`src/sv/gos_pkg.sv`:
```
// ----------------------------------------------------------------------------
// gos_pkg
// Shared types and constants for the occupancy statistics block.
// ----------------------------------------------------------------------------
package gos_pkg;

	// Width of one light count and of the stored entries
	localparam int unsigned KEY_W      = 16;
	// Fraction bits of the mean
	localparam int unsigned FRAC_W     = 8;
	// Percentile as a ratio
	localparam int unsigned PCT_NUM    = 95;
	localparam int unsigned PCT_DEN    = 100;
	// Rank divide by 100: drop two bits, then multiply by ceil(2^30 / 25) and
	// shift right by 30; exact while the shifted value stays below 2^30
	localparam logic [25:0] RANK_RCP   = 26'd42949673;
	localparam int unsigned RANK_SHR   = 30;
	// Reset value of the per-cluster limit
	localparam logic [15:0] LIMIT_RST  = 16'd256;

	// Output field widths
	localparam int unsigned OCC_OUT_W  = 13;
	localparam int unsigned DROP_OUT_W = 28;
	localparam int unsigned MEAN_OUT_W = 24;

	// Top-level sequencer
	typedef enum logic [1:0] {
		ST_LOAD,
		ST_RANK,
		ST_MEAN,
		ST_FINISH
	} top_state_t;

	// Rank select sequencer
	typedef enum logic [1:0] {
		SEL_IDLE,
		SEL_SCAN,
		SEL_DRAIN
	} sel_state_t;

endpackage

```
`src/sv/gos_select.sv`:
```
// ----------------------------------------------------------------------------
// gos_select
// Rank select over the stored counts: a bitwise search on the value, one
// scan of the store per value bit, counting entries below the candidate.
// ----------------------------------------------------------------------------
module gos_select
	import gos_pkg::*;
#(
	parameter int unsigned CNT_W = 13,
	parameter int unsigned AW    = 12
) (
	input  logic             clk,
	input  logic             arst_n,
	input  logic             start,
	input  logic [CNT_W-1:0] n,
	input  logic [CNT_W-1:0] k,
	output logic             rd_en,
	output logic [AW-1:0]    rd_addr,
	input  logic [KEY_W-1:0] rd_data,
	output logic             done,
	output logic [KEY_W-1:0] result
);

	localparam int unsigned BW = $clog2(KEY_W);

	sel_state_t       state_q;
	sel_state_t       state_nxt;
	logic [AW-1:0]    addr_q;
	logic [BW-1:0]    bit_q;
	logic [CNT_W-1:0] cnt_q;
	logic [KEY_W-1:0] res_q;
	logic             vld_s1;
	logic [KEY_W-1:0] cand;
	logic             hit;
	logic [CNT_W-1:0] cnt_fin;
	logic             addr_last;

	// Candidate value and running count of entries below it
	always_comb begin
		cand      = res_q | (KEY_W'(1) << bit_q);
		hit       = vld_s1 && (rd_data < cand);
		cnt_fin   = cnt_q + CNT_W'(hit);
		addr_last = CNT_W'(addr_q) == (n - CNT_W'(1));
	end

	// Next state
	always_comb begin
		state_nxt = state_q;
		case (state_q)
			SEL_IDLE: begin
				if (start) begin
					state_nxt = SEL_SCAN;
				end
			end
			SEL_SCAN: begin
				if (addr_last) begin
					state_nxt = SEL_DRAIN;
				end
			end
			SEL_DRAIN: begin
				state_nxt = (bit_q == '0) ? SEL_IDLE : SEL_SCAN;
			end
			default: begin
				state_nxt = SEL_IDLE;
			end
		endcase
	end

	// Outputs
	always_comb begin
		rd_en = 1'b0;
		done  = 1'b0;
		case (state_q)
			SEL_SCAN: begin
				rd_en = 1'b1;
			end
			SEL_DRAIN: begin
				done = bit_q == '0;
			end
			default: begin
				rd_en = 1'b0;
			end
		endcase
	end

	always_ff @(posedge clk or negedge arst_n) begin
		if (!arst_n) begin
			state_q <= SEL_IDLE;
			vld_s1  <= 1'b0;
		end else begin
			state_q <= state_nxt;
			vld_s1  <= rd_en;
		end
	end

	// Scan counters and the value built up bit by bit
	always_ff @(posedge clk) begin
		case (state_q)
			SEL_IDLE: begin
				if (start) begin
					res_q  <= '0;
					bit_q  <= BW'(KEY_W - 1);
					addr_q <= '0;
					cnt_q  <= '0;
				end
			end
			SEL_SCAN: begin
				addr_q <= addr_q + AW'(1);
				cnt_q  <= cnt_fin;
			end
			SEL_DRAIN: begin
				// Keep the bit if no more than k entries lie below the candidate
				if (cnt_fin <= k) begin
					res_q <= cand;
				end
				bit_q  <= bit_q - BW'(1);
				addr_q <= '0;
				cnt_q  <= '0;
			end
			default: begin
				cnt_q <= cnt_q;
			end
		endcase
	end

	assign rd_addr = addr_q;
	assign result  = res_q;

endmodule

```
`config.mk`:
```
export PLATFORM = sky130hd
export DESIGN_NAME = gos_select
export DESIGN_NICKNAME = d
export VERILOG_FILES = /design/src/sv/gos_pkg.sv /design/src/sv/gos_select.sv
export SDC_FILE = /design/constraint.sdc
export NUM_CORES = 1
export LEC_CHECK = 0
export ABC_AREA = 1
export BUFFER_PORTS_ARGS = -buffer_cell sky130_fd_sc_hd__buf_2
export CORE_MARGIN = 3
export CORE_UTILIZATION = 55
export CTS_BUF_LIST = sky130_fd_sc_hd__clkbuf_8 sky130_fd_sc_hd__clkbuf_16
export DETAILED_ROUTE_END_ITERATION = 10
export PLACE_DENSITY = 0.87
export SLEW_MARGIN = 20
export SYNTH_ARGS = -nofsm -noshare
export SYNTH_HDL_FRONTEND = slang
export SYNTH_SLANG_ARGS = --single-unit
```
`constraint.sdc`:
```
create_clock -name clk -period 15.08 [get_ports clk]
set_clock_uncertainty 0.05 [all_clocks]
set_input_delay 0.754 -clock clk [delete_from_list [all_inputs] [get_ports clk]]
set_output_delay 0.754 -clock clk [all_outputs]
set_load 0.01 [all_outputs]
```
Word-level counts from Yosys, hierarchy flattened

Cells that the tools add are included.
W data, S select, Z words.

$add $sub $neg: 4
Reduce and logical (&&, ||, !) cells: 9
Magnitude comparators: 2
Multiplexer cells: 15
Bitwise operators: 1
Shift operators: 1
Eq/ne operators: 6

Operator list:

| kind                    | count |
|---|---|
| $pmux W13 S3            | 1 |
| $pmux W12 S3            | 1 |
| $mux W16                | 2 |
| $pmux W16 S2            | 1 |
| $lt A16 B16 Y1          | 1 |
| $or A16 B16 Y16         | 1 |
| $shl A1 B4 Y16 const A  | 1 |
| $add A13 B1 Y13         | 1 |
| $eq A12 B13 Y1          | 1 |
| $le A13 B13 Y1          | 1 |
| $mux W13                | 1 |
| $sub A13 B1 Y13 const B | 1 |
| $add A12 B1 Y12 const B | 1 |
| $mux W12                | 1 |
| $pmux W4 S2             | 1 |
| $ne A2 B2 Y1 const B    | 3 |
| $pmux W2 S3             | 1 |
| $reduce_and A2 Y1       | 3 |
| $logic_not A4 Y1        | 1 |
| $mux W2                 | 2 |
| $mux W4                 | 1 |
| $sub A4 B1 Y4 const B   | 1 |
| $mux W1                 | 3 |
| $reduce_and A3 Y1       | 1 |
| 6 further kinds         | 6 |

Output and inout port bits: 30
Flip-flop bits (word level): 48
Logic and storage cells: 44
Bits of input ports: 45

Logic depth before layout (Yosys ltp)

Gate-level depths: netlist (run 1).

Depth in word-level cells: 8
Gate-level depth with buffers: 28
Mapped depth without buffers: 27

Worst setup path after synthesis (run 1)

No wires, ideal clock.

Path kind: register to register
Start: reg bit_q[2]
End: reg res_q[0] (netlist: result[0]), enable pin
Setup time: 0.388 ns
Buffers on the path: 2
Arrival: 4.342 ns
Stages on the path, launching flop included: 27
Slack: 10.299 ns
Period minus slack after synthesis: 4.781 ns
Cells stage by stage: edfxtp_1 > buf_2 > inv_1 > clkbuf_1 > a31o_2 > inv_1 > ha_1 > a21oi_1 > o21a_1 > o221ai_1 > a21oi_1 > ha_1 > ha_1 > nand2_1 > nor3_1 > nand4_1 > nor2_1 > nand3_1 > xor2_1 > inv_1 > ha_1 > nand2_1 > nor2_1 > nand4_1 > o21ai_0 > a21oi_1 > nor2_1

Word-level cells in the longest chain between the ends: 8

Ends and longest elaborated chain:

| item                        | RTL line          | RTL |
|---|---|---|
| from (decl)                 | gos_select.sv:29  | `logic [BW-1:0] bit_q;` |
| from (signal assigned)      | gos_select.sv:102 | `bit_q <= BW'(KEY_W - 1);` |
| from (signal assigned)      | gos_select.sv:116 | `bit_q <= bit_q - BW'(1);` |
| $shl A1 B4 Y16              | gos_select.sv:40  | `cand = res_q \| (KEY_W'(1) << bit_q);` |
| $or A16 B16 Y16             | gos_select.sv:40  |  |
| $lt A16 B16 Y1              | gos_select.sv:41  | `hit = vld_s1 && (rd_data < cand);` |
| $logic_and A1 B1 Y1         | gos_select.sv:41  |  |
| $add A13 B1 Y13             | gos_select.sv:42  | `cnt_fin = cnt_q + CNT_W'(hit);` |
| via cnt_fin[12]             | gos_select.sv:35  | `logic [CNT_W-1:0] cnt_fin;` |
| $le A13 B13 Y1              | gos_select.sv:113 | `if (cnt_fin <= k) begin` |
| $ne A2 B2 Y1 (no line)      | n/a               |  |
| $reduce_and A3 Y1 (no line) | n/a               |  |
| to (signal assigned)        | gos_select.sv:114 | `res_q <= cand;` |
| to (decl)                   | gos_select.sv:31  | `logic [KEY_W-1:0] res_q;` |

The timed path passes the listed nets, and every way through them passes these cells.
A chain may end at the register's enable or synchronous reset.

Final worst setup path (run 1)

Start: reg bit_q[3]
End: reg res_q[8] (netlist: result[8]), enable pin

Same word-level chain as after synthesis.

==> results.py, run 1 <==
metrics = {
    "final_layout": {
        "diodes": 0,
        "fin_nets": 601,
        "fin_util": 0.6769,
        "drive_above_1_share": 0.2115,
        "area_growth_pct": 15.78,
        "nFillCells": 513,
    },
    "sta": {
        "finalHoldViolations": 0,
        "setup_tns_ps": 0,
        "finalSetupViolations": 0,
        "min_period_ps": 4781,
        "rsz0062_at_grt": "false",
        "slew_headroom": 0.5490,
        "fin_crit_sh": 0.3170,
        "tightest_slew_ps": 675.8,
        "setup_ws_ps": 10300,
        "drv_slew": 0,
        "fmax_mhz": 209.2,
    },
    "clocking": {
        "cts_tree": "yes",
        "root_buffer": "clkbuf_8",
        "cts_setup_buffers": 0,
        "cts_sinks": 48,
        "clock_latency_ps": 320,
        "hold_buffers": 0,
        "cts_resized": 0,
        "ctsHtreeMaxLevel": 2,
        "clk_path_buf_depth": 2,
        "cts_buffers": 5,
        "worst_setup_hold_path_clk_slew_ps": 100,
    },
    "pwr": {
        "vdd.ir_drop.worst_v": 0.00007497,
        "p_total_mw": 0.5522,
        "power_leakage_nw": 2.072,
        "powerDensity_nw_per_um2": 133.1,
    },
    "floorplanning": {
        "dieWidth_um": 86.73,
        "row_count": 28,
        "core_um2": 6131,
        "start_util": 0.5847,
        "die_h_um": 86.73,
        "io_pins": 75,
        "fp.dieArea_um2": 7522,
    },
    "yosys": {
        "synth_seq_cells": 48,
        "syn_area_per_cell_um2": 8.092,
        "ys_seq_area_frac": 0.3979,
        "syn_area_um2": 3585,
        "postSynthNetCount": 525,
        "yosys_warnings": 0,
        "synthCells": 443,
        "synth.distinct_cells": 33,
    },
    "critical_path": {
        "arrival_ps": 4730,
        "end_kind": "flop",
        "crit_buf_inv": 3,
        "slowest_delay_ps": 550,
        "crit_fanout": 16,
        "required_ps": 15030,
        "crit_type": "reg -> reg",
        "path_delay_family": "simple AND/OR/NAND/NOR gates",
        "cp_slowest_cell": "edfxtp_1",
        "worst_setup_path_start_kind": "flop",
    },
    "place": {
        "preCtsSetupSlack_ps": 10370,
        "dp_hpwl_mm": 6.235,
        "place.gp.congestion": 0.8495,
        "io_buffers": 74,
    },
    "run": {
        "maxCapViolCount": 0,
    },
    "global_route": {
        "grt_max_degree": 26,
        "overflow": 0,
        "antenna_found_initial": 0,
        "grtUsageTotal": 0.2185,
        "grt_pass1_vias": 3017,
        "grt_pass1_wl_mm": 13.17,
    },
    "detailed_routing": {
        "drt_first_pass_iters": 5,
        "totalWireLength_mm": 7.985,
        "post_drt_via_cell_ratio": 5.346,
        "drc": 0,
        "num_vias": 3181,
        "ant_nets": 0,
        "avgRoutedWirePerCell_um": 13.42,
        "drtIter0Drc": 198,
    },
    "run_status": {
        "outcome": "finished, final reports clean",
    },
    "worst_hold_path": {
        "hp-class": "in -> async",
    },
}
[flip-flops by register name, summed over array words and instances (netlist names)]
register,flops
state_q,2
rd_addr,12
vld_s1,1
bit_q,4
result,16
cnt_q,13
[cells in the mapped netlist]
cell / instances / area share
o21bai_1: 2 / 0.0042
clkbuf_1: 5 / 0.0052
a31oi_1: 4 / 0.0070
nand4_1: 7 / 0.012
o221ai_1: 1 / 0.0024
edfxtp_1: 45 / 0.38
a21oi_1: 25 / 0.035
nor4_2: 1 / 0.0035
xor2_1: 7 / 0.017
or2_2: 1 / 0.0017
o21a_1: 2 / 0.0042
nor2_2: 8 / 0.014
o21ai_0: 14 / 0.020
a31o_2: 10 / 0.024
nor2_4: 2 / 0.0063
inv_1: 79 / 0.083
o21ai_1: 1 / 0.0014
nand3b_1: 2 / 0.0042
nor3_1: 7 / 0.0098
nor2_1: 63 / 0.066
nand2_2: 2 / 0.0035
dfrtp_1: 3 / 0.021
xnor2_1: 8 / 0.020
nor4_1: 1 / 0.0017
nand3_2: 1 / 0.0028
buf_2: 1 / 0.0014
nand3_1: 24 / 0.034
nor3b_2: 1 / 0.0035
a211oi_1: 2 / 0.0042
clkinv_1: 2 / 0.0021
nand2_1: 73 / 0.076
ha_1: 37 / 0.13
or2_1: 2 / 0.0035
[where the power goes]
part	total, mW	internal [mW]	switching (mW)
clock	0.0983	0.0500	0.0482
combinational	0.221	0.0879	0.133
sequential	0.233	0.198	0.0349
[cells in the final DEF (no fill, tap or decap), types with 2 or more instances in the layout]
cell      netlist  routed
a21oi_1        25      25
buf_2           1      74
a31o_2         10      10
o21bai_1        2       2
xnor2_1         8       8
nand2_2         2       3
dfrtp_1         3       3
nand3_1        24      24
ha_1           37      37
a31oi_1         4       4
inv_1          79      79
a211oi_1        2       2
nor3_1          7       7
edfxtp_1       45      45
o21a_1          2       2
nor2_4          2       2
nand4_1         7       7
nand3b_1        2       2
xor2_1          7       7
clkinv_1        2       2
clkbuf_8        0       5
nor2_1         63      63
o21ai_0        14      14
nand2_1        73      72
nor2_2          8       8
or2_1           2       2
[cell type report]
class                           count  area [um2]  area share
Clock buffer                        5       68.82     0.01658
Clock inverter                      3       46.29     0.01115
Inverter                           81       304.0     0.07326
Multi-Input combinational cell    308        1833      0.4417
Sequential cell                    48        1426      0.3437
Tap cell                           75       93.84     0.02261
Timing Repair Buffer               75       377.9     0.09105
[cells by family (layout without fill, tap and decap cells)]
group,count (synthesis),in the layout,share of synthesized area
flip-flops,48,48,0.3979
AO/OA/AOI/OAI,61,61,0.1023
AND/OR/NAND/NOR,195,195,0.2426
XOR/XNOR,15,15,0.03665
buffers and inverters,87,164,0.09145
adder cells (fa/ha/maj),37,37,0.1291
[final timing paths]
path | slack [ps] | depth (start not counted) | end | start
max reg2reg | 10300 | 25 | result[8]$_SDFFCE_PN0P_ | bit_q[3]$_SDFFCE_PN1P_
max in group asynchronous | 14710 | 1 | state_q[0]$_DFFE_PN0P_ | arst_n
min in group clk | 510 | 1 | vld_s1$_DFF_PN0_ | state_q[1]$_DFFE_PN0P_
max | 10300 | 25 | result[8]$_SDFFCE_PN0P_ | bit_q[3]$_SDFFCE_PN1P_
min reg2reg | 510 | 1 | vld_s1$_DFF_PN0_ | state_q[1]$_DFFE_PN0P_
min | 160 | 1 | vld_s1$_DFF_PN0_ | arst_n
[per-stage QoR]
stage / cell area [um2] / instances / hold slack, ps
finish: 4150 / 595 / 158.4
global route: 4150 / 595 / 146.6
CTS: 4148 / 595 / 152.6
detailed placement: 4033 / 587 / 497.4
global placement: 4033 / 587 / 498.1
floorplan: 3585 / 443 / 408.4
[routing by layer]
| layer | share of wire | global-route usage | vias up |
|---|---|---|---|
| met5 | 0 | 0 | - |
| met4 | 0.0088 | 0.05099 | 0 |
| met3 | 0.054 | 0.03232 | 7 |
| met2 | 0.50 | 0.3915 | 85 |
| met1 | 0.43 | 0.2767 | 1466 |
| li1 | - | - | 1623 |
No activity file was read; power rests on OpenSTA's default activity.
==> run 2, diff against run 1 <==
clock period = 4.7 ns   (was 15.08 ns; I/O delays follow)
==> run 2 against run 1 <==
  * Cell area increased by 11%
  * Utilization grew 7.1 points
  * Global-route usage increased by 0.21 points
  * Die area unchanged
  * Sequential power rose to 3.3 times the previous value
  * Flip-flop and latch count unchanged
  * Combinational power grew to 3.7 times the previous value
  * Power grew to 3.3 times the previous value
  * First-iteration DRC count fell by 39%
  * Register-to-register slack worse by 10000 ps
  * Worst hold slack better by 84 ps
  * Clock power grew to 2.5 times the previous value
  * Largest cell class unchanged
  * Largest power group is now combinational logic
==> results.py, run 2 (synthesis results as in run 1) <==
metrics = {
    "sta": {
        "setup_ws_ps": 9.302,
        "tightest_slew_ps": 1055,
        "slew_headroom": 0.2948,
        "fin_worst_hold_slack_ps": 242.2,
        "drv_slew": 0,
        "min_period_ps": 4691,
        "setup_tns_ps": 0,
        "finalSetupViolations": 0,
        "fin_crit_sh": 0.9980,
        "fmax_mhz": 213.2,
        "rsz0062_at_grt": "true",
        "finalHoldViolations": 0,
    },
    "detailed_routing": {
        "wl_met1_mm": 3.615,
        "drc": 0,
        "top_layer": "met4",
        "ant_nets": 0,
        "avgRoutedWirePerCell_um": 14.90,
        "drt_first_pass_iters": 4,
        "met3_length_um": 671,
        "met2_length_mm": 4.660,
        "totalWireLength_mm": 9.091,
        "post_drt_via_cell_ratio": 5.456,
        "num_vias": 3328,
        "drtIter0Drc": 120,
    },
    "clocking": {
        "clock_latency_ps": 320,
        "clk_path_buf_depth": 2,
        "worst_setup_hold_path_clk_slew_ps": 100,
        "ctsHtreeMaxLevel": 2,
        "root_buffer": "clkbuf_8",
        "cts_sinks": 48,
        "cts_buffers": 5,
        "cts_tree": "yes",
    },
    "final_layout": {
        "layout_commonest_cell": "buf_2",
        "area_growth_pct": 27.99,
        "drive_above_1_share": 0.3140,
        "largest_reg_flops": 16,
        "final_area_um2": 4588,
        "diodes": 0,
        "fin_nets": 616,
        "fin_cells": 610,
        "layout_common_cells": "74 x buf_2, 70 x inv_1, 70 x nand2_1, 58 x nor2_1, 45 x edfxtp_1",
        "fin_util": 0.7484,
    },
    "floorplanning": {
        "die_h_um": 86.73,
        "start_util": 0.5847,
        "io_pins": 75,
        "dieWidth_um": 86.73,
        "fp.dieArea_um2": 7522,
        "core_um2": 6131,
        "row_count": 28,
    },
    "global_route": {
        "grt_max_degree": 26,
        "grt_pass1_wl_mm": 13.21,
        "overflow": 0,
        "antenna_found_initial": 0,
        "grtUsageTotal": 0.2205,
        "grt_pass1_vias": 3002,
    },
    "place": {
        "dp_hpwl_mm": 6.278,
        "preCtsSetupSlack_ps": 72.90,
        "place.gp.congestion": 0.8700,
        "dp_cells": 589,
        "io_buffers": 74,
        "dpl_cell_area_um2": 4063,
    },
    "critical_path": {
        "crit_fanout": 8,
        "end_kind": "flop",
        "r2r_end": "result[1]$_SDFFCE_PN0P_",
        "r2r_slack_ps": 9,
        "crit_type": "reg -> reg",
        "worstReg2RegStart": "bit_q[0]$_SDFFCE_PN1P_",
        "rr_worst_depth": 25,
        "cp_slowest_cell": "edfxtp_1",
        "worst_setup_path_start_kind": "flop",
        "slowest_delay_ps": 520,
        "arrival_ps": 4690,
        "required_ps": 4700,
    },
    "pwr": {
        "powerDensity_nw_per_um2": 396.3,
        "p_total_mw": 1.818,
        "vdd.ir_drop.worst_v": 0.0002972,
        "power_leakage_nw": 2.143,
    },
    "run": {
        "maxCapViolCount": 0,
    },
    "run_status": {
        "outcome": "finished, final reports clean",
    },
    "worst_hold_path": {
        "hp-class": "in -> async",
    },
}
run 2: cell count changes in the layout (fill, tap and decap cells not counted), sizes merged:
cell         previous run  this run
clkbuf                  5         6
inv                    80        79
dlygate4sd3             0         1
clkinv                  2         3
clkinvlp                1         2
bufinv                  1         0
buf                    75        88
run 2: what timing repair did:
item | in CTS | in global routing
pin swaps | 0 | 13
gates resized for setup | 0 | 62
setup endpoints to repair | 16 | 16
endpoints found under the hold margin | 3 | 0
setup buffers | 1 | 10
cloned | 0 | 1
hold buffers | 1 | 0
run 2: metal layers:
layer / global-route usage / up-vias
li1: - / 1649
met2: 0.3985 / 141
met1: 0.2695 / 1525
met5: 0 / -
met4: 0.05524 / 0
met3: 0.04183 / 13
run 2: worst max-delay path by stage:
stage | start | endpoint | slack [ps] | depth (start not counted)
final | bit_q[0]$_SDFFCE_PN1P_ | result[1]$_SDFFCE_PN0P_ | 9 | 25
after CTS | bit_q[1]$_SDFFCE_PN1P_ | result[8]$_SDFFCE_PN0P_ | 4 | 26
after global placement | bit_q[1]$_SDFFCE_PN1P_ | result[10]$_SDFFCE_PN0P_ | 270 | 26
after global routing | bit_q[0]$_SDFFCE_PN1P_ | result[2]$_SDFFCE_PN0P_ | -200 | 25
after detailed placement | bit_q[0]$_SDFFCE_PN1P_ | result[12]$_SDFFCE_PN0P_ | 70 | 25
after floorplan | bit_q[2]$_SDFFCE_PN1P_ | result[0]$_SDFFCE_PN0P_ | 170 | 26
run 2: layout make-up:
type	instances	area [um2]
Timing Repair Buffer	90	526.8
Clock inverter	3	15.01
Multi-Input combinational cell	308	2150
Tap cell	75	93.84
Clock buffer	5	68.82
Fill cell	414	1543
Sequential cell	48	1426
Inverter	81	307.8
run 2: worst max-delay path, delay by kind of cell, from the launching register on:
family / cells / cell delay (ps)
adders and majority gates: 5 / 1100
and+or+nand+nor: 9 / 1250
xor gates and xnor gates: 1 / 210
AOI/OAI and AO/OA: 6 / 760
DFF: 1 / 520
buffers and inverters: 4 / 520
run 2: power by group:
part / internal [mW] / switching (mW) / total, mW
Combinational: 0.338 / 0.471 / 0.810
Sequential: 0.638 / 0.124 / 0.762
Clock: 0.101 / 0.145 / 0.247
