===== config.mk =====
export PLATFORM = sky130hd
export DESIGN_NAME = gos_div
export DESIGN_NICKNAME = d
export VERILOG_FILES = /design/src/sv/gos_pkg.sv /design/src/sv/gos_div.sv
export SDC_FILE = /design/constraint.sdc
export NUM_CORES = 1
export LEC_CHECK = 0
export ABC_AREA = 1
export BUFFER_PORTS_ARGS = -buffer_cell sky130_fd_sc_hd__buf_2
export CAP_MARGIN = 40
export CORE_MARGIN = 2
export CORE_UTILIZATION = 46
export CTS_CLUSTER_SIZE = 24
export DETAILED_ROUTE_END_ITERATION = 8
export GPL_ROUTABILITY_DRIVEN = 1
export PLACE_DENSITY = 0.7
export SLEW_MARGIN = 5
export SYNTH_ARGS = -nofsm -noshare
export SYNTH_HDL_FRONTEND = slang
export SYNTH_SLANG_ARGS = --single-unit

===== constraint.sdc =====
create_clock -name clk -period 1.9 [get_ports clk]
set_input_delay 0.095 -clock clk [delete_from_list [all_inputs] [get_ports clk]]
set_output_delay 0.095 -clock clk [all_outputs]
set_load 0.005 [all_outputs]

===== src/sv/gos_pkg.sv =====
// ----------------------------------------------------------------------------
// gos_pkg
// Shared types and constants for the occupancy statistics block.
// ----------------------------------------------------------------------------
package gos_pkg;

	// Width of one light count and of the stored entries
	localparam int unsigned KEY_W      = 16;
	// Fraction bits of the mean
	localparam int unsigned FRAC_W     = 8;
	// Percentile as a ratio
	localparam int unsigned PCT_NUM    = 95;
	localparam int unsigned PCT_DEN    = 100;
	// Rank divide by 100: drop two bits, then multiply by ceil(2^30 / 25) and
	// shift right by 30; exact while the shifted value stays below 2^30
	localparam logic [25:0] RANK_RCP   = 26'd42949673;
	localparam int unsigned RANK_SHR   = 30;
	// Reset value of the per-cluster limit
	localparam logic [15:0] LIMIT_RST  = 16'd256;

	// Output field widths
	localparam int unsigned OCC_OUT_W  = 13;
	localparam int unsigned DROP_OUT_W = 28;
	localparam int unsigned MEAN_OUT_W = 24;

	// Top-level sequencer
	typedef enum logic [1:0] {
		ST_LOAD,
		ST_RANK,
		ST_MEAN,
		ST_FINISH
	} top_state_t;

	// Rank select sequencer
	typedef enum logic [1:0] {
		SEL_IDLE,
		SEL_SCAN,
		SEL_DRAIN
	} sel_state_t;

endpackage


===== src/sv/gos_div.sv =====
// ----------------------------------------------------------------------------
// gos_div
// Restoring serial divider, one quotient bit per cycle.
// ----------------------------------------------------------------------------
module gos_div
	import gos_pkg::*;
#(
	parameter int unsigned DIV_W = 37,
	parameter int unsigned DVS_W = 13
) (
	input  logic             clk,
	input  logic             arst_n,
	input  logic             start,
	input  logic [DIV_W-1:0] dividend,
	input  logic [DVS_W-1:0] divisor,
	output logic             done,
	output logic [DIV_W-1:0] quotient
);

	localparam int unsigned CW = $clog2(DIV_W + 1);

	logic [DVS_W-1:0] dvs_q;
	logic [DVS_W-1:0] rem_q;
	logic [DIV_W-1:0] quo_q;
	logic [CW-1:0]    cnt_q;
	logic             busy_q;
	logic [DVS_W:0]   rem_sh;
	logic [DVS_W:0]   rem_sub;
	logic             fits;

	// Shift in the next dividend bit and try the subtract
	always_comb begin
		rem_sh  = {rem_q, quo_q[DIV_W-1]};
		rem_sub = rem_sh - {1'b0, dvs_q};
		fits    = rem_sh >= {1'b0, dvs_q};
	end

	// Control: count the quotient bits
	always_ff @(posedge clk or negedge arst_n) begin
		if (!arst_n) begin
			busy_q <= 1'b0;
			cnt_q  <= '0;
		end else if (start) begin
			busy_q <= 1'b1;
			cnt_q  <= '0;
		end else if (busy_q) begin
			cnt_q <= cnt_q + CW'(1);
			if (cnt_q == CW'(DIV_W - 1)) begin
				busy_q <= 1'b0;
			end
		end
	end

	// Datapath: remainder and quotient shift register
	always_ff @(posedge clk) begin
		if (start) begin
			dvs_q <= divisor;
			rem_q <= '0;
			quo_q <= dividend;
		end else if (busy_q) begin
			rem_q <= fits ? rem_sub[DVS_W-1:0] : rem_sh[DVS_W-1:0];
			quo_q <= {quo_q[DIV_W-2:0], fits};
		end
	end

	assign done     = busy_q && (cnt_q == CW'(DIV_W - 1));
	assign quotient = quo_q;

endmodule


# Yosys cells after proc, flatten, opt, wreduce, memory -nomap -nowiden
# Index checks and enable logic that the tools add are counted.
# Widths: inputs -> output; s select.
dict set report word_totals {
  reg_bits 70
  in_bits 53
  output_inout_bits 38
  wordCells 19
}
dict set report op_classes {
  n_addsub 2
  order_cmp 1
  eq_ne 1
  muxes 8
  n_reduce_logical 2
}
# operator count
set op_table {}
lappend op_table {{$mux 37} 2}
lappend op_table {{$ge 14x13->1} 1}
lappend op_table {{$mux 13} 1}
lappend op_table {{$sub 13x13->13} 1}
lappend op_table {{$mux 6} 2}
lappend op_table {{$add 6x1->6 const B} 1}
lappend op_table {{$eq 6x6->1 const B} 1}
lappend op_table {{$mux 1} 3}
lappend op_table {{$reduce_bool 2->1} 1}
lappend op_table {{$logic_and 1x1->1} 1}

# Longest topological paths before layout
# Gate-level depths: netlist (run 1).
dict set report depth {
  depth_word 4
  depth_mapped 12
  mapped_depth_nobuf 12
}

# Worst setup path before layout (run 1)
# OpenSTA, ideal clock, no wires.
dict set report synth_timing {
  path_type {register -> register}
  startpoint {reg quo_q[36] (netlist: quotient[36])}
  endpoint {reg rem_q[10]}
  setup_ns 0.113
  arrival_ns 1.690
  t_required_ns 1.787
  setup_slack_ns 0.096
  stages_incl_launch_ff 13
  path_buffers 1
  period_less_slack_ns 1.804
  path_cell_list {edfxtp_1 -> inv_1 -> ha_1 -> fa_1 -> inv_1 -> nand2_1 -> nand3_2 -> nand2_2 -> nand3_4 -> buf_8 -> nand3_2 -> nand3_1 -> nand2_1}
}
dict set report synth_between {
  elab_chain_len 2
  elab_cells_between_ends 3
  classes_between {1 x add/sub; 1 x order compare; 1 x mux}
}
# item line
set synth_rtl {}
lappend synth_rtl {{start: declaration} gos_div.sv:24} ;# logic [DIV_W-1:0] quo_q;
lappend synth_rtl {{start signal: assignment} gos_div.sv:59} ;# quo_q <= dividend;
lappend synth_rtl {{start signal: assignment} gos_div.sv:62} ;# quo_q <= {quo_q[DIV_W-2:0], fits};
lappend synth_rtl {{$sub 13x13->13 or $ge 14x13->1 (tied branches)} {gos_div.sv:34, gos_div.sv:35}}
lappend synth_rtl {{$mux 13 (*)} gos_div.sv:61} ;# rem_q <= fits ? rem_sub[DVS_W-1:0] : rem_sh[DVS_W-1:0];
lappend synth_rtl {{end signal: assignment} gos_div.sv:61}
lappend synth_rtl {{end: declaration} gos_div.sv:23} ;# logic [DVS_W-1:0] rem_q;
# Mark *: on every way between the ends. The rest lies on a longest branch, timed or not.
# A chain may end at the register's enable or synchronous reset.

# Worst setup path after layout (run 1)
dict set report layout_timing {
  startpoint {reg quo_q[36] (netlist: quotient[36])}
  endpoint {reg rem_q[8]}
}
# Same word-level chain as after synthesis.

==> Implementation_results.wiki, run 1 <==
{| class="wikitable"
! Metric !! Value
|-
| Status || finished, final reports clean
|-
| Post-Synthesis Cells || 481
|-
| Arrival time worst endpoint || 2.04 ns
|-
| Slowest-stage cell, CP || sky130_fd_sc_hd__fa_2
|-
| Diodes inserted || 0
|-
| Cell occurring most often along the worst timing path || sky130_fd_sc_hd__nand2_1
|-
| Port buffer count || 90
|-
| VDD IR max || 0.399 mV
|-
| Data required time of the critical path || 2.14 ns
|-
| Deepest level of the CTS H-tree || 3
|-
| Number of nets in the layout || 680
|-
| Final critical delay including setup and external delays || 1.80 ns
|-
| Leakage || 2.67 nW
|-
| Worst hold path type || input port to flop
|-
| Final slew viol count || 0
|-
| Global placement routability congestion || 0.902
|-
| Wire length after detailed routing || 9210 um
|-
| 1st-pass router iterations || 5
|-
| Placement Setup Slack || -0.0310 ns
|-
| Count of cell instances traversed by the critical path || 12
|-
| Number of remaining DRC errors || 0
|-
| Layout Cells excl Fill || 721
|-
| Maximum number of pins on one net before global-route repair || 49
|-
| Die area || 0.00917 mm^2
|-
| Filler instances || 717
|-
| Average cell area after synthesis || 8.05 um^2
|-
| Fraction of the yosys area taken by sequential cells || 50.0%
|-
| Final hold violations || 0
|-
| Depth of the worst hold-timing path || 3
|-
| Critical-path maximum fanout || 3
|-
| Pwr/cell area || 1010 mW/mm^2
|-
| Startpoint class of the critical path || flop
|-
| Layout cell share with drive strength beyond 1 || 26.3%
|-
| Die X || 95.8 um
|-
| Total CTS buffers || 9
|-
| Cell Rows || 33
|-
| Total power || 5.12 mW
|-
| Global-route wire length before repair || 15100 um
|-
| Final instance area || 0.00505 mm^2
|-
| Kind of capture point of the worst setup path || flop
|-
| Achievable frequency || 555 MHz
|-
| Share of the core filled with cells || 61.8%
|-
| Path type of the worst setup path || flop to flop
|-
| Worst clock skew || 0.0104 ns
|-
| Worst slew slack as a fraction of its limit || 64.9%
|-
| Post-DRT Antenna Nets || 0
|-
| Synthesis Warnings || 0
|-
| Clock latency of the later-clocked register in the worst-skew pair || 0.34 ns
|-
| Via count of the first global-routing pass || 3369
|-
| Number of maximum-capacitance violations || 0
|-
| Total global-route track usage || 21.3%
|-
| Max Buffers Root-to-Sink || 2
|-
| Wire per inst || 12.8 um
|-
| Detailed Route Iter0 Violations || 152
|-
| Highest cell delay on the worst timing path || 0.37 ns
|-
| Height of the die || 95.8 um
|-
| Final worst slack || 0.0986 ns
|-
| Cell total after placement || 678
|-
| Area growth from synthesis to layout || 30.4%
|-
| Sum of overflow across all layers after global routing || 0
|-
| Buf/Inv on CP || 2
|-
| Placed Area || 0.00452 mm^2
|-
| Detail-routed via count per cell || 4.87
|-
| Net count after synthesis || 550
|-
| HPWL after detailed placement || 6330 um
|-
| Period utilisation layout || 94.8%
|-
| Final setup vio count || 0
|-
| Clock Pin Slew Worst Setup and Hold Paths || 0.08 ns
|-
| Count of clock tree sinks || 70
|-
| Count of distinct cell types in the synthesized netlist || 28
|-
| Core Box Area || 0.00818 mm^2
|-
| Cell chosen for the clock root || sky130_fd_sc_hd__clkbuf_8
|-
| Total via count after detailed routing || 3509
|-
| Area of the mapped netlist || 0.00387 mm^2
|-
| Number of ports placed on the die boundary || 91
|-
| Antenna violations before repair || 0
|-
| Pin slew with the least headroom to its limit || 0.526 ns
|-
| Cell-by-cell listing of the critical path || inv_1 > ha_2 > fa_2 > inv_2 > nand3_1 > nand3_2 > nand2_1 > nand2_1 > xor2_1 > nand2_1 > nand3_1 > nand2_1
|-
| Path depth of the worst reg2reg path || 12
|-
| CTS tree || yes
|-
| Family with the most delay on the worst path || adder cells
|-
| Starting density of the core || 47.4%
|-
| Number of register bits inferred by synthesis || 70
|}
-- final timing paths --
check	start	end	slack, ns
worst max-delay path	quotient[36]	rem_q[8]	0.1
worst min-delay path	dividend[19]	quotient[19]	0.02
worst max register to register	quotient[36]	rem_q[8]	0.1
worst min register to register	rem_q[1]	rem_q[1]	0.48
max in group asynchronous	arst_n	busy_q	1.63
min in group asynchronous	arst_n	cnt_q[2]	0.11
-- registers in the layout, summed over array words and instances (netlist names) --
signal    flops
busy_q        1
cnt_q         6
dvs_q        13
quotient     37
rem_q        13
-- worst reg2reg max path, delay by kind of cell, from the launching register on --
kind / cells / cell delay, ns
xor gates and xnor gates: 1 / 0.14
adders and majority gates: 2 / 0.57
buffers and inverters: 2 / 0.14
DFF: 1 / 0.35
and+or+nand+nor: 7 / 0.49
-- layout by cell type (no fill, tap or decap), drive strengths merged --
master / count
nand3: 32
o21ai: 4
edfxtp: 50
inv: 72
nand4: 18
nand2: 218
a21oi: 8
clkinvlp: 3
ha: 15
buf: 110
clkinv: 3
nor3: 4
clkbuf: 9
nor2: 20
xor2: 3
dlygate4sd3: 23
fa: 1
xnor2: 3
dfrtp: 7
dfxtp: 13
-- repair_timing --
action	CTS	global route
pin swaps	1	6
endpoints found under the hold margin	29	0
setup buffers	0	3
gates cloned	1	0
resized for setup	1	18
setup endpoints to repair	3	14
hold buffers	23	0
-- stage by stage --
stage,TNS [ns],hold WS [ns]
finish,0,0.0162
global route,-0.00562,0.000269
CTS,0,0.0000361
detailed placement,-0.0310,-0.0608
global placement,0,-0.0642
floorplan,0,-0.201
-- cell type report --
type                    instances  area, um^2  area share [%]
repair buffers                133         866            17.1
multi-input cells             326        1680            33.2
flip-flops and latches         70        1940            38.4
inverters                      71         267            5.28
well taps                     105         131            2.60
clock buffers                   9         124            2.45
clock inverters                 7        48.8           0.967
-- cells by family (layout without fill, tap and decap cells) --
kind of cell,count (synthesis),in the layout,share of synthesized area (%)
DFF,70,70,50.0
adders and majority gates,16,16,5.36
AOI/OAI and AO/OA,12,12,1.65
and+or+nand+nor,291,292,32.8
xor gates and xnor gates,6,6,1.36
buffers and inverters,86,220,8.79
-- per-layer routing --
layer / vias up / track usage (%) / share of wire [%]
met2: 109 / 35.1 / 49
met1: 1605 / 27.1 / 44
met3: 6 / 5.95 / 6.5
met4: 0 / 6.79 / 0.55
li1: 1789 / - / -
met5: - / 0 / 0
-- power breakdown --
part	internal (mW)	leakage, nW	total, mW	switching (mW)
logic	0.871	1.86	2.02	1.14
registers	1.86	0.732	2.01	0.151
clock network	0.476	0.0797	1.09	0.613
-- synthesized netlist by cell type (all sizes together) --
cell / instances / area share [%]
xnor2: 3 / 0.68
nor3: 4 / 0.52
nand3: 31 / 4.7
clkinv: 1 / 0.097
dfrtp: 7 / 4.5
nand4: 18 / 2.9
dfxtp: 13 / 6.7
edfxtp: 50 / 39
o21ai: 4 / 0.52
clkbuf: 9 / 0.87
inv: 70 / 6.8
xor2: 3 / 0.68
nor2: 20 / 2.8
ha: 15 / 4.8
a21oi: 8 / 1.1
fa: 1 / 0.52
nand2: 218 / 22
buf: 6 / 1.0
No activity file was read; power rests on OpenSTA's default activity.
==> run 2, diff against run 1 <==
CELL_PAD_IN_SITES_DETAIL_PLACEMENT = 0   (was default)
CELL_PAD_IN_SITES_GLOBAL_PLACEMENT = 1   (was default)
CORE_UTILIZATION = 39   (was 46)
PLACE_DENSITY = default   (was 0.7)
PLACE_DENSITY_LB_ADDON = 0.1   (was default)
==> run 2 against run 1 <==
  * Total power rose by 5.5%
  * Sequential cell count did not move
  * Die area rose by 17%
  * Setup slack got worse by 0.0053 ns
  * Sequential power barely moved
  * First-iteration DRC count fell by 27%
  * Final area rose by 1.7%
  * Largest cell class unchanged
  * Sequential share of layout area fell by 0.64 points
  * Wire length rose by 6.0%
  * Count of clock-buffer cells in the layout rose by 4
  * Cell count rose by 4.0%
  * Register-to-register slack barely moved
==> Implementation_results.wiki, run 2 (synthesis results as in run 1) <==
{| class="wikitable"
! Metric !! Value
|-
| Status || finished, final reports clean (unchanged)
|-
| Detail-routed via count per cell || 4.55 (was 4.87)
|-
| Worst slew slack as a fraction of its limit || 79.1% (was 64.9%)
|-
| Deepest level of the CTS H-tree || 3 (unchanged)
|-
| Kind of capture point of the worst setup path || flop (unchanged)
|-
| Number of nets in the layout || 681 (was 680)
|-
| Die X || 104 um (was 95.8 um)
|-
| Final critical delay including setup and external delays || 1.81 ns (was 1.80 ns)
|-
| Via count of the first global-routing pass || 3410 (was 3369)
|-
| Cell-by-cell listing of the critical path || ha_2 > fa_2 > inv_2 > nand2_1 > nand3_2 > nand2_4 > nand3_4 > nand3_1 > nand3_1 > nand2_1 (was inv_1 > ha_2 > fa_2 > inv_2 > nand3_1 > nand3_2 > nand2_1 > nand2_1 > xor2_1 > nand2_1 > nand3_1 > nand2_1)
|-
| Critical-path maximum fanout || 8 (was 3)
|-
| Detailed Route Iter0 Violations || 111 (was 152)
|-
| Final instance area || 0.00513 mm^2 (was 0.00505 mm^2)
|-
| Clock latency of the later-clocked register in the worst-skew pair || 0.35 ns (was 0.34 ns)
|-
| CTS tree || yes (unchanged)
|-
| Pwr/cell area || 1050 mW/mm^2 (was 1010 mW/mm^2)
|-
| Die area || 0.0107 mm^2 (was 0.00917 mm^2)
|-
| VDD IR max || 0.448 mV (was 0.399 mV)
|-
| Arrival time worst endpoint || 2.05 ns (was 2.04 ns)
|-
| Cell chosen for the clock root || sky130_fd_sc_hd__clkbuf_8 (unchanged)
|-
| Final slew viol count || 0 (unchanged)
|-
| Layout Cells excl Fill || 750 (was 721)
|-
| Achievable frequency || 553 MHz (was 555 MHz)
|-
| Wire per inst || 13.0 um (was 12.8 um)
|-
| Slowest-stage cell, CP || sky130_fd_sc_hd__edfxtp_1 (was sky130_fd_sc_hd__fa_2)
|-
| Starting density of the core || 40.0% (was 47.4%)
|-
| Diodes inserted || 0 (unchanged)
|-
| Worst hold path type || input port to flop (unchanged)
|-
| Number of ports placed on the die boundary || 91 (unchanged)
|-
| RSZ-0062 raised after global routing || yes
|-
| Clock Pin Slew Worst Setup and Hold Paths || 0.08 ns (about the same)
|-
| Placed Area || 0.00462 mm^2 (was 0.00452 mm^2)
|-
| Most frequent standard cell in the layout excluding fill and tap cells || sky130_fd_sc_hd__nand2_1 (unchanged)
|-
| Cell Rows || 36 (was 33)
|-
| Wire length after detailed routing || 9760 um (was 9210 um)
|-
| Final setup vio count || 0 (unchanged)
|-
| Data required time of the critical path || 2.14 ns (about the same)
|-
| Number of remaining DRC errors || 0 (unchanged)
|-
| Layout cell share with drive strength beyond 1 || 28.0% (was 26.3%)
|-
| 1st-pass router iterations || 4 (was 5)
|-
| Worst clock skew || 0.00581 ns (was 0.0104 ns)
|-
| Final hold violations || 0 (unchanged)
|-
| Path type of the worst setup path || flop to flop (unchanged)
|-
| Global placement routability congestion || 0.845 (was 0.902)
|-
| Cell total after placement || 714 (was 678)
|-
| Most used cells in the layout excluding fill and tap cells || 207 x sky130_fd_sc_hd__nand2_1, 90 x sky130_fd_sc_hd__buf_2, 62 x sky130_fd_sc_hd__inv_1, 50 x sky130_fd_sc_hd__edfxtp_1, 25 x sky130_fd_sc_hd__nand3_1 (was 205 x sky130_fd_sc_hd__nand2_1, 90 x sky130_fd_sc_hd__buf_2, 66 x sky130_fd_sc_hd__inv_1, 50 x sky130_fd_sc_hd__edfxtp_1, 26 x sky130_fd_sc_hd__nand3_1)
|-
| Core Box Area || 0.00968 mm^2 (was 0.00818 mm^2)
|-
| Pin slew with the least headroom to its limit || 0.314 ns (was 0.526 ns)
|-
| Port buffer count || 90 (unchanged)
|-
| Count of clock tree sinks || 70 (unchanged)
|-
| Leakage || 2.70 nW (was 2.67 nW)
|-
| Max Buffers Root-to-Sink || 2 (unchanged)
|-
| Antenna violations before repair || 0 (unchanged)
|-
| Startpoint class of the critical path || flop (unchanged)
|-
| HPWL after detailed placement || 6700 um (was 6330 um)
|-
| Sum of overflow across all layers after global routing || 0 (unchanged)
|-
| Global-route wire length before repair || 15900 um (was 15100 um)
|-
| Flip-flop count of the largest register after layout || 37 (unchanged)
|-
| Total global-route track usage || 18.7% (was 21.3%)
|-
| Post-DRT Antenna Nets || 0 (unchanged)
|-
| Total CTS buffers || 9 (unchanged)
|-
| Highest cell delay on the worst timing path || 0.39 ns (was 0.37 ns)
|-
| Total via count after detailed routing || 3413 (was 3509)
|-
| Hold slack || 0.0112 ns (was 0.0162 ns)
|-
| Total power || 5.40 mW (was 5.12 mW)
|-
| Height of the die || 104 um (was 95.8 um)
|-
| Share of the core filled with cells || 53.0% (was 61.8%)
|-
| Number of maximum-capacitance violations || 0 (unchanged)
|-
| Area growth from synthesis to layout || 32.6% (was 30.4%)
|-
| Maximum number of pins on one net before global-route repair || 39 (was 49)
|-
| Period utilisation layout || 95.1% (was 94.8%)
|}
## run 2: cell types whose count changed in the layout (fill, tap and decap cells not counted), moves of 3 or more
cell                            delta
sky130_fd_sc_hd__buf_4             +7
sky130_fd_sc_hd__inv_2             +4
sky130_fd_sc_hd__inv_1             -4
sky130_fd_sc_hd__clkbuf_8          +3
sky130_fd_sc_hd__dlygate4sd3_1     -6
## run 2: cell type report
cell class | instances | area, um^2
clock buffers | 13 | 169
flip-flops and latches | 70 | 1940
multi-input cells | 326 | 1700
inverters | 71 | 267
well taps | 133 | 166
fillers | 958 | 4550
repair buffers | 134 | 855
clock inverters | 3 | 42.5
## run 2: worst paths after layout
check | start | cells past startpoint | to | slack (ns)
setup / recovery | dvs_q[0] | 10 | rem_q[9] | 0.09
hold / removal | dividend[35] | 3 | quotient[35] | 0.01
setup reg to reg | dvs_q[0] | 10 | rem_q[9] | 0.09
hold reg to reg | rem_q[3] | 2 | rem_q[3] | 0.47
max in group asynchronous | arst_n | 2 | cnt_q[1] | 1.65
min in group asynchronous | arst_n | 2 | cnt_q[0] | 0.10
## run 2: through the flow
stage | setup WS, ns | TNS, ns
floorplan | 0.0963 | 0
global placement | -0.00976 | -0.00976
detailed placement | -0.0424 | -0.134
CTS | 0.0142 | 0
global route | -0.0291 | -0.0730
finish | 0.0933 | 0
## run 2: routing by layer
layer,GRT usage [%],vias to the layer above,wire length (um),part of all wire (%)
li1,-,1782,-,-
met5,0,-,0,0
met4,8.40,0,265,2.7
met2,30.4,78,4480,46
met1,23.7,1538,4450,46
met3,4.22,15,566,5.8
## run 2: what timing repair did
item,4_1_cts,5_1_grt
endpoints found under the setup margin,10,14
hold buffers,17,0
pin swaps,0,11
gates cloned,1,0
gates resized for setup,2,20
endpoints found under the hold margin,23,0
setup buffers,0,2
## run 2: worst max-delay path, delay by kind of cell (launching register included)
family        cells  cell delay [ns]
fa+ha+maj         2             0.60
buf+inv           1             0.08
flops             1             0.39
simple gates      7             0.63
## run 2: power breakdown
group          leakage (nW)  switching, mW  internal [mW]  total [mW]
clock network         0.106          0.574          0.713        1.29
registers             0.732          0.150           1.86        2.01
logic                  1.86           1.17          0.931        2.10
total                  2.70           1.89           3.51        5.40
